[src/hdl/cfa_pkg.sv]
// Shared types and constants for the closest-facet altitude block.
// Used by the controller, the datapath, the top level and the checker.
`default_nettype none

package cfa_pkg;

  // Field widths of one beat
  localparam int POS_W = 32;  // Q15.16 coordinate
  localparam int NRM_W = 18;  // Q1.16 normal component
  localparam int IDX_W = 10;  // facet index on the ports
  localparam int ALT_W = 34;  // Q18.16 altitude
  localparam int CNT_W = 11;  // facet_count register

  // Internal arithmetic widths
  localparam int DIF_W = POS_W + 1;      // point minus center
  localparam int SQ_W  = 2 * POS_W;      // one squared difference
  localparam int PRD_W = 2 * DIF_W;      // shared lane multiplier result
  localparam int CEN_W = 3 * POS_W;      // packed center entry
  localparam int NEN_W = 3 * NRM_W;      // packed normal entry
  localparam int RND_W = PRD_W - 16;     // magnitude after the rounding shift

  // Command codes
  localparam logic CMD_LOAD  = 1'b0;
  localparam logic CMD_QUERY = 1'b1;

  // Commands from the controller to the datapath
  typedef struct packed {
    logic load_we;      // write the input beat into the facet tables
    logic query_start;  // latch the query point, clear the running best
    logic scan_rd;      // read entry at scan address for distance
    logic fetch_rd;     // read the best entry for the altitude
    logic emit_empty;   // present an empty-table result
  } dp_ctrl_t;

  // Status from the datapath to the controller
  typedef struct packed {
    logic scan_busy;    // distance pipeline still holds entries
    logic result_done;  // altitude result is being registered
  } dp_stat_t;

endpackage

`default_nettype wire

[src/hdl/cfa_ctrl.sv]
// Controller: command decode, facet_count register and the scan sequencer.
// Depends on cfa_pkg; drives cfa_dpath through dp_ctrl_t / dp_stat_t.
`default_nettype none

module cfa_ctrl import cfa_pkg::*; #(
  parameter int MAX_FACETS = 1024,
  parameter int AW         = 10,
  parameter int CW         = 11
) (
  input  wire logic             clk,
  input  wire logic             rst_n,
  input  wire logic             start,
  input  wire logic             in_command,
  input  wire logic             cfg_valid,
  input  wire logic [CNT_W-1:0] cfg_data,
  input  wire dp_stat_t         stat,
  output logic                  busy,
  output logic                  cfg_ready,
  output dp_ctrl_t              ctrl,
  output logic      [AW-1:0]    scan_addr
);

  localparam logic [2:0] ST_IDLE  = 3'd0;
  localparam logic [2:0] ST_SCAN  = 3'd1;
  localparam logic [2:0] ST_DRAIN = 3'd2;
  localparam logic [2:0] ST_FETCH = 3'd3;
  localparam logic [2:0] ST_DOT   = 3'd4;

  logic [2:0]       state_r, state_nxt;
  logic [CW-1:0]    idx_r, idx_nxt;    // scan position
  logic [CW-1:0]    lim_r, lim_nxt;    // entries to scan
  logic [CNT_W-1:0] facet_count_r;
  logic [CW-1:0]    count_lim;
  logic             accept;

  assign busy      = (state_r != ST_IDLE);
  assign cfg_ready = 1'b1;
  assign accept    = start && !busy;
  assign scan_addr = idx_r[AW-1:0];

  // Clamp the count to the table capacity
  assign count_lim = (int'(facet_count_r) > MAX_FACETS) ? CW'(MAX_FACETS)
                                                        : CW'(facet_count_r);

  // Configuration register
  always_ff @(posedge clk) begin
    if (!rst_n) begin
      facet_count_r <= '0;
    end else if (cfg_valid && cfg_ready) begin
      facet_count_r <= cfg_data;
    end
  end

  // Sequencer next state and commands
  always_comb begin
    state_nxt = state_r;
    idx_nxt   = idx_r;
    lim_nxt   = lim_r;
    ctrl      = '0;
    unique case (state_r)
      ST_IDLE: begin
        if (accept) begin
          if (in_command == CMD_LOAD) begin
            ctrl.load_we = 1'b1;
          end else begin
            ctrl.query_start = 1'b1;
            if (facet_count_r == '0) begin
              ctrl.emit_empty = 1'b1;
            end else begin
              idx_nxt   = '0;
              lim_nxt   = count_lim;
              state_nxt = ST_SCAN;
            end
          end
        end
      end
      ST_SCAN: begin
        ctrl.scan_rd = 1'b1;
        if (idx_r == lim_r - 1'b1) begin
          state_nxt = ST_DRAIN;
        end else begin
          idx_nxt = idx_r + 1'b1;
        end
      end
      ST_DRAIN: begin
        // wait until the last distance has been compared
        if (!stat.scan_busy) begin
          state_nxt = ST_FETCH;
        end
      end
      ST_FETCH: begin
        ctrl.fetch_rd = 1'b1;
        state_nxt     = ST_DOT;
      end
      ST_DOT: begin
        if (stat.result_done) begin
          state_nxt = ST_IDLE;
        end
      end
      default: begin
        state_nxt = ST_IDLE;
      end
    endcase
  end

  // State and counters
  always_ff @(posedge clk) begin
    if (!rst_n) begin
      state_r <= ST_IDLE;
      idx_r   <= '0;
      lim_r   <= '0;
    end else begin
      state_r <= state_nxt;
      idx_r   <= idx_nxt;
      lim_r   <= lim_nxt;
    end
  end

endmodule

`default_nettype wire

[config.mk]
export PLATFORM = sky130hd
export DESIGN_NAME = cfa_ctrl
export DESIGN_NICKNAME = d
export VERILOG_FILES = /design/src/hdl/cfa_pkg.sv /design/src/hdl/cfa_ctrl.sv
export SDC_FILE = /design/constraint.sdc
export NUM_CORES = 1
export LEC_CHECK = 0
export BUFFER_PORTS_ARGS = -buffer_cell sky130_fd_sc_hd__buf_4
export CAP_MARGIN = 20
export CORE_ASPECT_RATIO = 0.75
export CORE_UTILIZATION = 56
export CTS_CLUSTER_DIAMETER = 150
export DETAILED_ROUTE_END_ITERATION = 10
export GPL_TIMING_DRIVEN = 0
export PLACE_DENSITY = 0.79
export RECOVER_POWER = 50
export SLEW_MARGIN = 10
export SYNTH_ARGS = -nofsm -noshare
export SYNTH_HDL_FRONTEND = slang
export SYNTH_SLANG_ARGS = --single-unit
[constraint.sdc]
create_clock -name clk -period 3.26 [get_ports clk]
set_clock_uncertainty 0.2 [all_clocks]
set_input_delay 0.326 -clock clk [delete_from_list [all_inputs] [get_ports clk]]
set_output_delay 0.326 -clock clk [all_outputs]
set_load 0.05 [all_outputs]
**After elaboration in Yosys (flattened, before gate mapping)**

Cells that the tools add are included.

- $add $sub $neg: 2
- Magnitude comparators: 1
- Equality and inequality tests: 12
- Mux-type cells: 23
- Bitwise gates (word level): 1
- Reduce and logical (&&, ||, !) cells: 9

Operator list:

| operator | count |
|---|---|
| 2-to-1 mux 11 bit | 5 |
| one-hot mux 11 bit (2 select lines) | 1 |
| 2-to-1 mux 3 bit | 6 |
| one-hot mux 3 bit (5 select lines) | 1 |
| != test 2 bit (second input constant) | 7 |
| adder 11 x 1 -> 11 bit (second input constant) | 1 |
| equality test 11 bit | 1 |
| > comparator 11 bit (second input constant) | 1 |
| zero test 11 bit | 1 |
| subtractor 11 x 1 -> 11 bit (second input constant) | 1 |
| 2-to-1 mux 1 bit | 8 |
| equality test 3 x 2 -> 1 bit (second input constant) | 2 |
| AND reduction 6 bit | 1 |
| AND reduction 5 bit | 1 |
| 2-to-1 mux 2 bit | 2 |
| AND reduction 4 bit | 1 |
| equality test 3 x 1 -> 1 bit (second input constant) | 1 |
| equality test 3 bit (second input constant) | 1 |
| zero test 3 bit | 1 |
| nonzero test 3 bit | 1 |
| nonzero test 2 bit | 1 |
| logical AND 1 bit | 1 |
| zero test 1 bit | 1 |
| NOT 1 bit | 1 |

- Bits in registers: 36
- Input port bits: 18
- Output and inout bits: 17
- Logic and storage cells: 52

**Longest topological paths before layout**

Gate-level depths: netlist of the first run.

- Depth in word-level cells: 5
- Depth in mapped cells: 12
- Depth with buffers taken out: 9

**Worst setup path after synthesis of the first run**

No wires, ideal clock.

- Kind: flip-flop to flip-flop
- Start: register state_r[2]
- End: register lim_r[3]
- Setup time: 0.117 ns
- Data arrival time: 2.779 ns
- Data required time: 2.943 ns
- Slack: 0.164 ns
- Cell stages (with the launch flop): 7
- Path buffers: 1
- Period minus slack after synthesis: 3.096 ns
- Path through: dfxtp_1 > or3_1 > nor2_1 > nand2_1 > and2_1 > clkbuf_1 > a22o_1

- Word-level cells in the longest chain between the ends: 4
- Elaborated cells between the ends (all ways): 5
- Classes of those cells: reduce/logical: 5

Ends and longest elaborated chain:

| element | line | RTL |
|---|---|---|
| from (decl) | cfa_ctrl.sv:29 | `logic [2:0] state_r, state_nxt;` |
| from (signal assigned) | cfa_ctrl.sv:113 | `state_r <= state_nxt;` |
| nonzero test 3 bit | cfa_ctrl.sv:36 | `assign busy = (state_r != ST_IDLE);` |
| net busy | cfa_ctrl.sv:17 | `output logic busy,` |
| zero test 1 bit | cfa_ctrl.sv:38 | `assign accept = start && !busy;` |
| logical AND 1 bit | cfa_ctrl.sv:38 |  |
| AND reduction 4 bit (no line) | -- |  |
| to (signal assigned) | cfa_ctrl.sv:115 | `lim_r <= lim_nxt;` |
| to (decl) | cfa_ctrl.sv:31 | `logic [CW-1:0] lim_r, lim_nxt;` |

The timed path passes the listed nets, and every way through them passes these cells.
A chain may end at the register's enable or synchronous reset.

**Worst setup path in the final report of the first run**

- Start: register lim_r[0]
- End: register idx_r[6]

- Word-level cells in the longest chain between the ends: 4

Ends and longest elaborated chain:

| element | line | RTL |
|---|---|---|
| subtractor 11 x 1 -> 11 bit | cfa_ctrl.sv:79 | `if (idx_r == lim_r - 1'b1) begin` |
| equality test 11 bit | cfa_ctrl.sv:79 |  |
| != test 2 bit (no line) | -- |  |
| AND reduction 5 bit (no line) | -- |  |
| to (signal assigned) | cfa_ctrl.sv:114 | `idx_r <= idx_nxt;` |
| to (decl) | cfa_ctrl.sv:30 | `logic [CW-1:0] idx_r, idx_nxt;` |

Every way passes these cells.

==> results of run 1 <==
## final timing paths
kind	slack, ps	from	endpoint
max	390	lim_r[0]	idx_r[6]
max reg2reg	390	lim_r[0]	idx_r[6]
min reg2reg	300	facet_count_r[3]	lim_r[3]
min	20	stat[1]	state_r[0]
## cells in the mapped netlist (3+ instances only)
master / n / area, um2
xnor2_1: 6 / 52.6
nand3_1: 5 / 25.0
and4_1: 3 / 26.3
nor2b_1: 19 / 119
o31ai_1: 4 / 30.0
a22o_1: 6 / 52.6
buf_4: 12 / 90.1
nand4_1: 3 / 18.8
inv_1: 6 / 22.5
o21ai_0: 7 / 35.0
a21oi_1: 12 / 60.1
nor4_1: 3 / 18.8
or2_2: 3 / 18.8
buf_2: 4 / 20.0
mux2i_1: 11 / 110
xor2_1: 4 / 35.0
dfxtp_1: 36 / 721
o21a_1: 5 / 37.5
nand2_1: 14 / 52.6
nor2_1: 13 / 48.8
and2_1: 5 / 31.3
nor3b_1: 5 / 37.5
clkbuf_1: 5 / 18.8
or3_1: 7 / 43.8
and3_1: 5 / 31.3
nor3_1: 6 / 30.0
## where the power goes
group	switching [mW]	internal [mW]	total, mW	leakage (nW)
logic	0.0873	0.0657	0.153	0.620
registers	0.0152	0.453	0.468	0.293
clock network	0.172	0.149	0.322	0.0479
## stage by stage
step                      hold slack, ps  utilization, %  setup WS [ps]
after CTS                           21.8            72.5            405
after global placement               284            69.9            497
after detailed placement             282            69.9            438
after floorplan                      232               -            164
after global routing                25.1            70.9            211
final                               21.2            70.9            392
## cells by family (layout without fill, tap and decap cells)
family	Yosys count	in the layout
compound gates	52	52
other cells	1	1
mux	11	11
buf+inv	29	70
simple gates	102	102
xor+xnor	10	10
fa+ha+maj	2	2
flops	36	36
## state kept, by name, summed over array words and instances (netlist names)
signal	flops
facet_count_r	11
lim_r	11
state_r	3
idx_r	11
## final cells by class
class | count | share of cell area (%)
inverters | 6 | 0.927
clock buffers | 5 | 2.83
well taps | 50 | 2.58
repair buffers | 33 | 8.04
plain buffers | 23 | 5.92
flip-flops and latches | 36 | 29.7
multi-input cells | 178 | 49.3
clock inverters | 3 | 0.773
## per-layer routing
layer / vias up / global-route usage, % / share of wire, %
met3: 4 / 4.97 / 6.0
met5: - / 0 / 0
met1: 864 / 34.3 / 51
met2: 45 / 37.9 / 42
met4: 0 / 4.90 / 0.58
li1: 944 / - / -
==> metrics.md, run 1 <==
| Metric | Value |
|---|---|
| Proportion of synthesized area in mux cells | `5.29%` |
| Slew headroom | `a little over half` |
| DP Area | `between 2000 and 2500 um2` |
| Port buffer count | `33` |
| Avg WL per Cell | `13.5 um` |
| Number of max-cap violations | `0` |
| Clock Latency Late Sink | `~290 ps` |
| Crit start category | `register` |
| P_leak | `slightly below 1 nW` |
| Starting Density | `60.9%` |
| CTS max path bufs | `2` |
| Worst path required time | `3270 ps` |
| Most frequent cells in the layout | `dfxtp_1, buf_4, clkbuf_1, nor2b_1, nand2_1` |
| Final nets | `303` |
| Final instance area | `about 2400 um2` |
| Post-DP HPWL | `between 3 and 4 mm` |
| Outcome | `complete, no violations` |
| Die Wd | `between 70 and 80 um` |
| Post-CTS Repair Setup Buffers | `0` |
| RePlAce Congestion | `0.867` |
| Worst Tran Pin Value | `707 ps` |
| WS Path Type | `reg2reg` |
| Ports | `35` |
| Delay of the slowest critical-path stage | `460 ps` |
| XOR/XNOR Fraction of Synth Area | `under 10%` |
| Area grow syn2layout | `16.6%` |
| Hold Crit Depth | `2` |
| Total die area | `3970 um2` |
| Total CTS buffers | `5` |
| Worst-path clk slew | `80 ps` |
| Vias | `about 1.9k` |
| Flops & latches, synth | `36` |
| Synthesized area | `around 2100 um2` |
| Drt initial violations | `118` |
| CP delay by family, top | `compound AO/OA/AOI/OAI gates` |
| # setup viols final | `0` |
| Post-DR vias/cell | `roughly 5.6` |
| Setup TNS | `0 ps` |
| Crit path max fanout | `10` |
| Leading cell type in the layout, fill and taps excluded | `dfxtp_1` |
| Pin count of the biggest net entering global routing | `13` |
| Post-synth net total | `about 260` |
| Layout cells sized above 1 | `between 10% and 20%` |
| Post-CTS resize count | `0` |
| Ys Warns | `0` |
| Top FF cell, synth | `dfxtp_1` |
| Clock root buffer | `clkbuf_8` |
| Post-Synth Adder-Cell Area | `1.20%` |
| Fin. max-slew vios | `0` |
| Antenna violations before repair | `0` |
| Post-Synth Simple-Gate Area | `28.7%` |
| Final Hold Viols | `0` |
| Mean Syn Cell Area | `8.57 um2` |
| Drt total wl | `4.50 mm` |
| Pwr Density | `a little under 400 nW/um2` |
| Synth Area in Compound Gates | `17.8%` |
| Core Area | `roughly 3400 um2` |
| Critical path depth | `12` |
| Cell row count | `18` |
| Fin crit share | `approximately 88%` |
| Vias in the first global route | `1496` |
| Worst path arrival time | `around 2900 ps` |
| Main combinational cell family by area after synthesis | `simple AND/OR/NAND/NOR gates` |
| Number of diodes | `0` |
| Crit path cell chain | `inv_1 > ha_1 > buf_2 > o21ba_2 > a22oi_1 > o2111ai_1 > a211o_1 > o21ai_2 > buf_6 > buf_4 > o21ai_0 > a21oi_1` |
| Post-synth EDFFs | `0` |
| Seq. cell area | `about 720 um2` |
| Number of remaining DRC errors | `0` |
| DR pass1 iterations | `4` |
| Worst reg2reg path depth | `12` |
| Total power | `~940 uW` |
| Slowest stage cell, crit path | `dfxtp_1` |
| Inst Count DP | `326` |
| Die height | `54.8 um` |
| H-tree depth | `2` |
| Fraction of registers with async set/reset | `0%` |
| Cell Count, Final, Fillers Out | `around 330` |
| Class of the worst hold path | `in2reg` |
| Clock Sinks | `36` |
| Global Route Usage Sum | `24.1%` |
| Distinct cells, synth | `53` |
| Syn Inst Count | `about 240` |
| Final min period | `between 2000 and 3000 ps` |
| Fill cells | `approximately 300` |
| CTS tree | `built` |
| Worst setup EP type | `register` |
| Buf/Inv on CP | `4` |
| Sequential fraction of the synthesis area | `34.6%` |
| First-pass GRT wire length | `between 7 and 8 mm` |
| RSZ-0062 raised after global routing | `false` |
| ANT nets after route | `0` |
| Peak VDD IR | `between 0.0003 and 0.0004 V` |
| Hold-fix buffers, CTS | `0` |
| Global route total overflow | `0` |
| Area of the multi-input gates | `1200 um2` |
| Peak Freq | `349 MHz` |
(Power assumes the default switching activity.)
==> inputs of run 2 (changes only) <==
Settings changed: GPL_ROUTABILITY_DRIVEN from default to 0, REMOVE_ABC_BUFFERS from default to 1.
==> metrics.md, run 2 (synthesis gave the netlist of run 1 again) <==
| Metric | Value |
|---|---|
| Outcome | `complete, no violations` |
| Avg WL per Cell | `between 10 and 15 um` |
| Net Sw Power | `270 uW` |
| RSZ-0062 raised after global routing | `false` |
| Pin count of the biggest net entering global routing | `23` |
| Starting Density | `60.9%` |
| Biggest regs | `facet_count_r x11, idx_r x11, lim_r x11` |
| Port buffer count | `33` |
| Post-DP HPWL | `between 3 and 4 mm` |
| Reg-to-Reg Start | `lim_r[0]` |
| DR pass1 iterations | `4` |
| Pre-CTS setup slack | `roughly 370 ps` |
| Crit path capture | `idx_r[4]` |
| RR Endpoint | `idx_r[4]` |
| Worst path required time | `around 3300 ps` |
| Die Wd | `around 72 um` |
| Clock Sinks | `36` |
| Worst Tran Pin Value | `~660 ps` |
| Layout cells sized above 1 | `14.9%` |
| ANT nets after route | `0` |
| Worst Slack Setup Final | `290 ps` |
| Number of remaining DRC errors | `0` |
| Leading cell type in the layout, fill and taps excluded | `dfxtp_1` |
| Seq pwr share | `about 47%` |
| Ports | `35` |
| Slew headroom | `56.2%` |
| Worst-path clk slew | `approximately 80 ps` |
| Fin crit share | `approximately 91%` |
| Die height | `~55 um` |
| H-tree depth | `2` |
| CTS tree | `built` |
| Worst setup path startpoint | `lim_r[0]` |
| Internal Power | `739 uW` |
| Clock root buffer | `clkbuf_8` |
| Final Hold Viols | `0` |
| Setup TNS | `0 ps` |
| Worst path arrival time | `around 3000 ps` |
| Hold-fix buffers, CTS | `0` |
| Area grow syn2layout | `11.0%` |
| Core Area | `around 3400 um2` |
| Pwr Density | `approximately 440 nW/um2` |
| Total CTS buffers | `5` |
| Crit path max fanout | `20` |
| Drt initial violations | `148` |
| Final min period | `~3000 ps` |
| Peak VDD IR | `between 0.0003 and 0.0004 V` |
| WS Path Type | `reg2reg` |
| Switch share | `around a quarter` |
| Cell row count | `18` |
| Drt total wl | `~4.5 mm` |
| Clock Latency Late Sink | `about 290 ps` |
| Peak Freq | `about 340 MHz` |
| Worst reg2reg path depth | `9` |
| FF-to-FF setup slack | `~290 ps` |
| P_leak | `roughly 0.88 nW` |
| First-pass GRT wire length | `~7.2 mm` |
| Most frequent cells in the layout | `dfxtp_1, buf_4, nor2b_1, nand2_1` |
| Number of max-cap violations | `0` |
| Antenna violations before repair | `0` |
| Worst setup EP type | `register` |
| Number of diodes | `0` |
| Crit start category | `register` |
| Final nets | `280` |
| Combinational power share | `between 10% and 20%` |
| Vias in the first global route | `roughly 1.5k` |
| Post-DR vias/cell | `between 5 and 6` |
| CTS max path bufs | `2` |
| Global Route Usage Sum | `24.3%` |
| Total die area | `around 4000 um2` |
| Fin. max-slew vios | `0` |
| # setup viols final | `0` |
| Post-CTS resize count | `0` |
| Global route total overflow | `0` |
| Post-CTS Repair Setup Buffers | `0` |
| Class of the worst hold path | `in2reg` |
| Clock network fraction of total power | `39.3%` |
| Vias | `between 1.5k and 2k` |
-- run 2: changes by cell type in the layout (fill, tap and decap cells not counted), sizes merged --
cell      delta
clkbuf       -8
buf         -15
bufinv       +1
clkinv       -2
clkinvlp     +1
-- run 2: final cells by class --
| cell class | count | area (um2) |
|---|---|---|
| Tap cell | 50 | 62.6 |
| Sequential cell | 36 | 721 |
| Clock inverter | 3 | 42.5 |
| Inverter | 6 | 22.5 |
| Fill cell | 297 | 1110 |
| Clock buffer | 5 | 68.8 |
| Multi-Input combinational cell | 178 | 1200 |
| Timing Repair Buffer | 33 | 199 |
-- run 2: worst min path at each step --
stage                     start         end  slack, ps  depth (start not counted)
3_3_place_gp   facet_count_r[2]    lim_r[2]        290                          1
4_1_cts                 stat[1]  state_r[0]         10                          2
6_report                stat[1]  state_r[0]         10                          2
3_5_place_dp   facet_count_r[1]    lim_r[1]        290                          2
5_1_grt                 stat[1]  state_r[0]          5                          2
2_1_floorplan           stat[1]  state_r[0]        230                          1
-- run 2: power groups by stage --
stage                     clock network, mW  logic, mW  registers, mW
after global placement                    0      0.141          0.480
after floorplan                           0     0.0936          0.480
after global routing                  0.423      0.154          0.473
after CTS                             0.398      0.144          0.470
after detailed placement                  0      0.143          0.480
final                                 0.397      0.141          0.470
-- run 2: per-layer routing --
| metal | vias up | GRT usage (%) | wire [um] |
|---|---|---|---|
| li1 | 895 | - | - |
| met3 | 8 | 5.52 | 261 |
| met1 | 831 | 31.8 | 2170 |
| met5 | - | 0 | 0 |
| met2 | 66 | 40.3 | 1970 |
| met4 | 0 | 7.84 | 54 |
-- run 2: critical path, cell delays in order (launching register included) --
cell and delay [ps]:
dfxtp_1 450, inv_1 70, ha_1 320, o21ba_2 240
a22oi_1 190, o2111ai_1 180, a211o_1 320, o21ai_2 560
nor3_1 120, o21a_1 190
-- run 2: metrics by stage --
step	instance area [um2]	util [%]	instances	total power, mW	hold WS, ps
floorplan	1940	-	220	0.573	232
global placement	2250	65.7	303	0.621	287
detailed placement	2250	65.7	303	0.623	287
CTS	2360	69.0	311	1.01	10.0
global route	2310	67.5	311	1.05	5.05
finish	2310	67.5	311	1.01	11.2
==> inputs of run 3 (changes only) <==
Settings changed: CELL_PAD_IN_SITES_DETAIL_PLACEMENT from default to 2, CELL_PAD_IN_SITES_GLOBAL_PLACEMENT from default to 2, CORE_UTILIZATION 56 to 33, PLACE_DENSITY 0.79 to 0.76, SLEW_MARGIN 10 to default.
==> metrics.md, run 3 (synthesis gave the netlist of run 1 again) <==
| Metric | Value |
|---|---|
| Final instance area | `2370 um2` |
| Number of diodes | `0` |
| Critical path depth | `9` |
| Area grow syn2layout | `13.8%` |
| Pwr Density | `~450 nW/um2` |
| WS Path Type | `reg2reg` |
| Peak Freq | `342 MHz` |
| Biggest regs | `facet_count_r x11, idx_r x11, lim_r x11` |
| Crit path cell chain | `inv_1 > ha_1 > nor2b_1 > a221o_1 > o311ai_1 > o22ai_2 > o21ai_4 > or4_1 > a21oi_1` |
| Layout Utilization | `~40%` |
| Crit path max fanout | `20` |
| Clock Latency Late Sink | `roughly 290 ps` |
| Fin. max-slew vios | `0` |
| Crit start category | `register` |
| Drt initial violations | `52` |
| Antenna violations before repair | `0` |
| RSZ-0062 raised after global routing | `false` |
| Layout cells sized above 1 | `about 15%` |
| Global Route Usage Sum | `18.6%` |
| Outcome | `complete, no violations` |
| Final min period | `between 2000 and 3000 ps` |
| Global route total overflow | `0` |
| Post-DR vias/cell | `between 5 and 6` |
| Avg WL per Cell | `approximately 17 um` |
| Number of max-cap violations | `0` |
| Die height | `between 70 and 80 um` |
| Hold-fix buffers, CTS | `0` |
| CTS max path bufs | `2` |
| Worst reg2reg path depth | `9` |
| Vias in the first global route | `between 1.5k and 2k` |
| Total die area | `between 6000 and 7000 um2` |
| Slew headroom | `between 50% and 60%` |
| DP Area | `roughly 2300 um2` |
| Port buffer count | `33` |
| Total CTS buffers | `5` |
| Worst-path clk slew | `around 70 ps` |
| Worst setup EP type | `register` |
| Hold Crit Depth | `2` |
| Most frequent cells in the layout | `dfxtp_1, buf_4, nor2b_1, nand2_1` |
| First-pass GRT wire length | `between 9 and 10 mm` |
| Area of the multi-input gates | `roughly 1200 um2` |
| Fill cells | `685` |
| Starting Density | `between 30% and 40%` |
| Final nets | `280` |
| CP delay by family, top | `compound AO/OA/AOI/OAI gates` |
| Slowest stage cell, crit path | `or4_1` |
| H-tree depth | `2` |
| Vias | `roughly 1.8k` |
| Fin crit share | `roughly nine tenths` |
| Post-DP HPWL | `4.20 mm` |
| ANT nets after route | `0` |
| Peak VDD IR | `0.000272 V` |
| CTS tree | `built` |
| Setup TNS | `0 ps` |
| Ports | `35` |
| Clock Sinks | `36` |
| Seq. cell area | `721 um2` |
| Number of remaining DRC errors | `0` |
| Drt total wl | `5.77 mm` |
| Die Wd | `around 94 um` |
| Core Area | `between 5000 and 6000 um2` |
| Buf/Inv on CP | `1` |
| Final Hold Viols | `0` |
| Worst path required time | `3280 ps` |
| # setup viols final | `0` |
| Worst path arrival time | `about 3000 ps` |
| Worst Tran Pin Value | `roughly 600 ps` |
| P_leak | `between 0.8 and 0.9 nW` |
| Leading cell type in the layout, fill and taps excluded | `dfxtp_1` |
| Class of the worst hold path | `in2reg` |
| DR pass1 iterations | `4` |
| Clock root buffer | `clkbuf_8` |
| Pin count of the biggest net entering global routing | `23` |
| Cell row count | `24` |
| Delay of the slowest critical-path stage | `approximately 520 ps` |
-- run 3: changes by cell type in the layout (fill, tap and decap cells not counted) --
cell        delta
clkbuf_8       +2
clkinv_2       -1
clkinvlp_4     -1
o21ai_2        -1
o21ai_4        +1
-- run 3: layout make-up --
class	instances	share of cell area (%)
well taps	78	4.12
inverters	6	0.950
flip-flops and latches	36	30.4
repair buffers	33	8.39
clock inverters	1	1.27
multi-input cells	178	50.8
clock buffers	7	4.07
-- run 3: where the power goes --
part / internal (mW) / switching [mW]
Combinational: 0.0598 / 0.0876
Clock: 0.270 / 0.166
Sequential: 0.453 / 0.0182
-- run 3: worst paths after layout --
check             from    endpoint  slack, ps
min            stat[1]  state_r[0]         20
max           lim_r[1]   idx_r[10]        340
min reg2reg  idx_r[10]   idx_r[10]        300
max reg2reg   lim_r[1]   idx_r[10]        340
-- run 3: routing by layer --
metal | global-route usage (%) | wire length [um] | vias to the layer above
li1 | - | - | 893
met1 | 26.2 | 3010 | 894
met2 | 28.8 | 2530 | 30
met3 | 3.98 | 174 | 7
met4 | 4.79 | 57 | 0
met5 | 0 | 0 | -
-- run 3: what timing repair did --
item,CTS,global route
buffers inserted,0,0
endpoints found under the setup margin,0,4
resized for setup,0,1
endpoints found under the hold margin,0,0
-- run 3: stage by stage --
stage	power (mW)	hold WS [ps]	worst slack (ps)	cells
2_1_floorplan	0.573	232	189	220
3_3_place_gp	0.627	281	335	331
3_5_place_dp	0.630	294	276	331
4_1_cts	1.07	21.3	225	339
5_1_grt	1.10	26.4	135	339
6_report	1.05	21.8	337	339
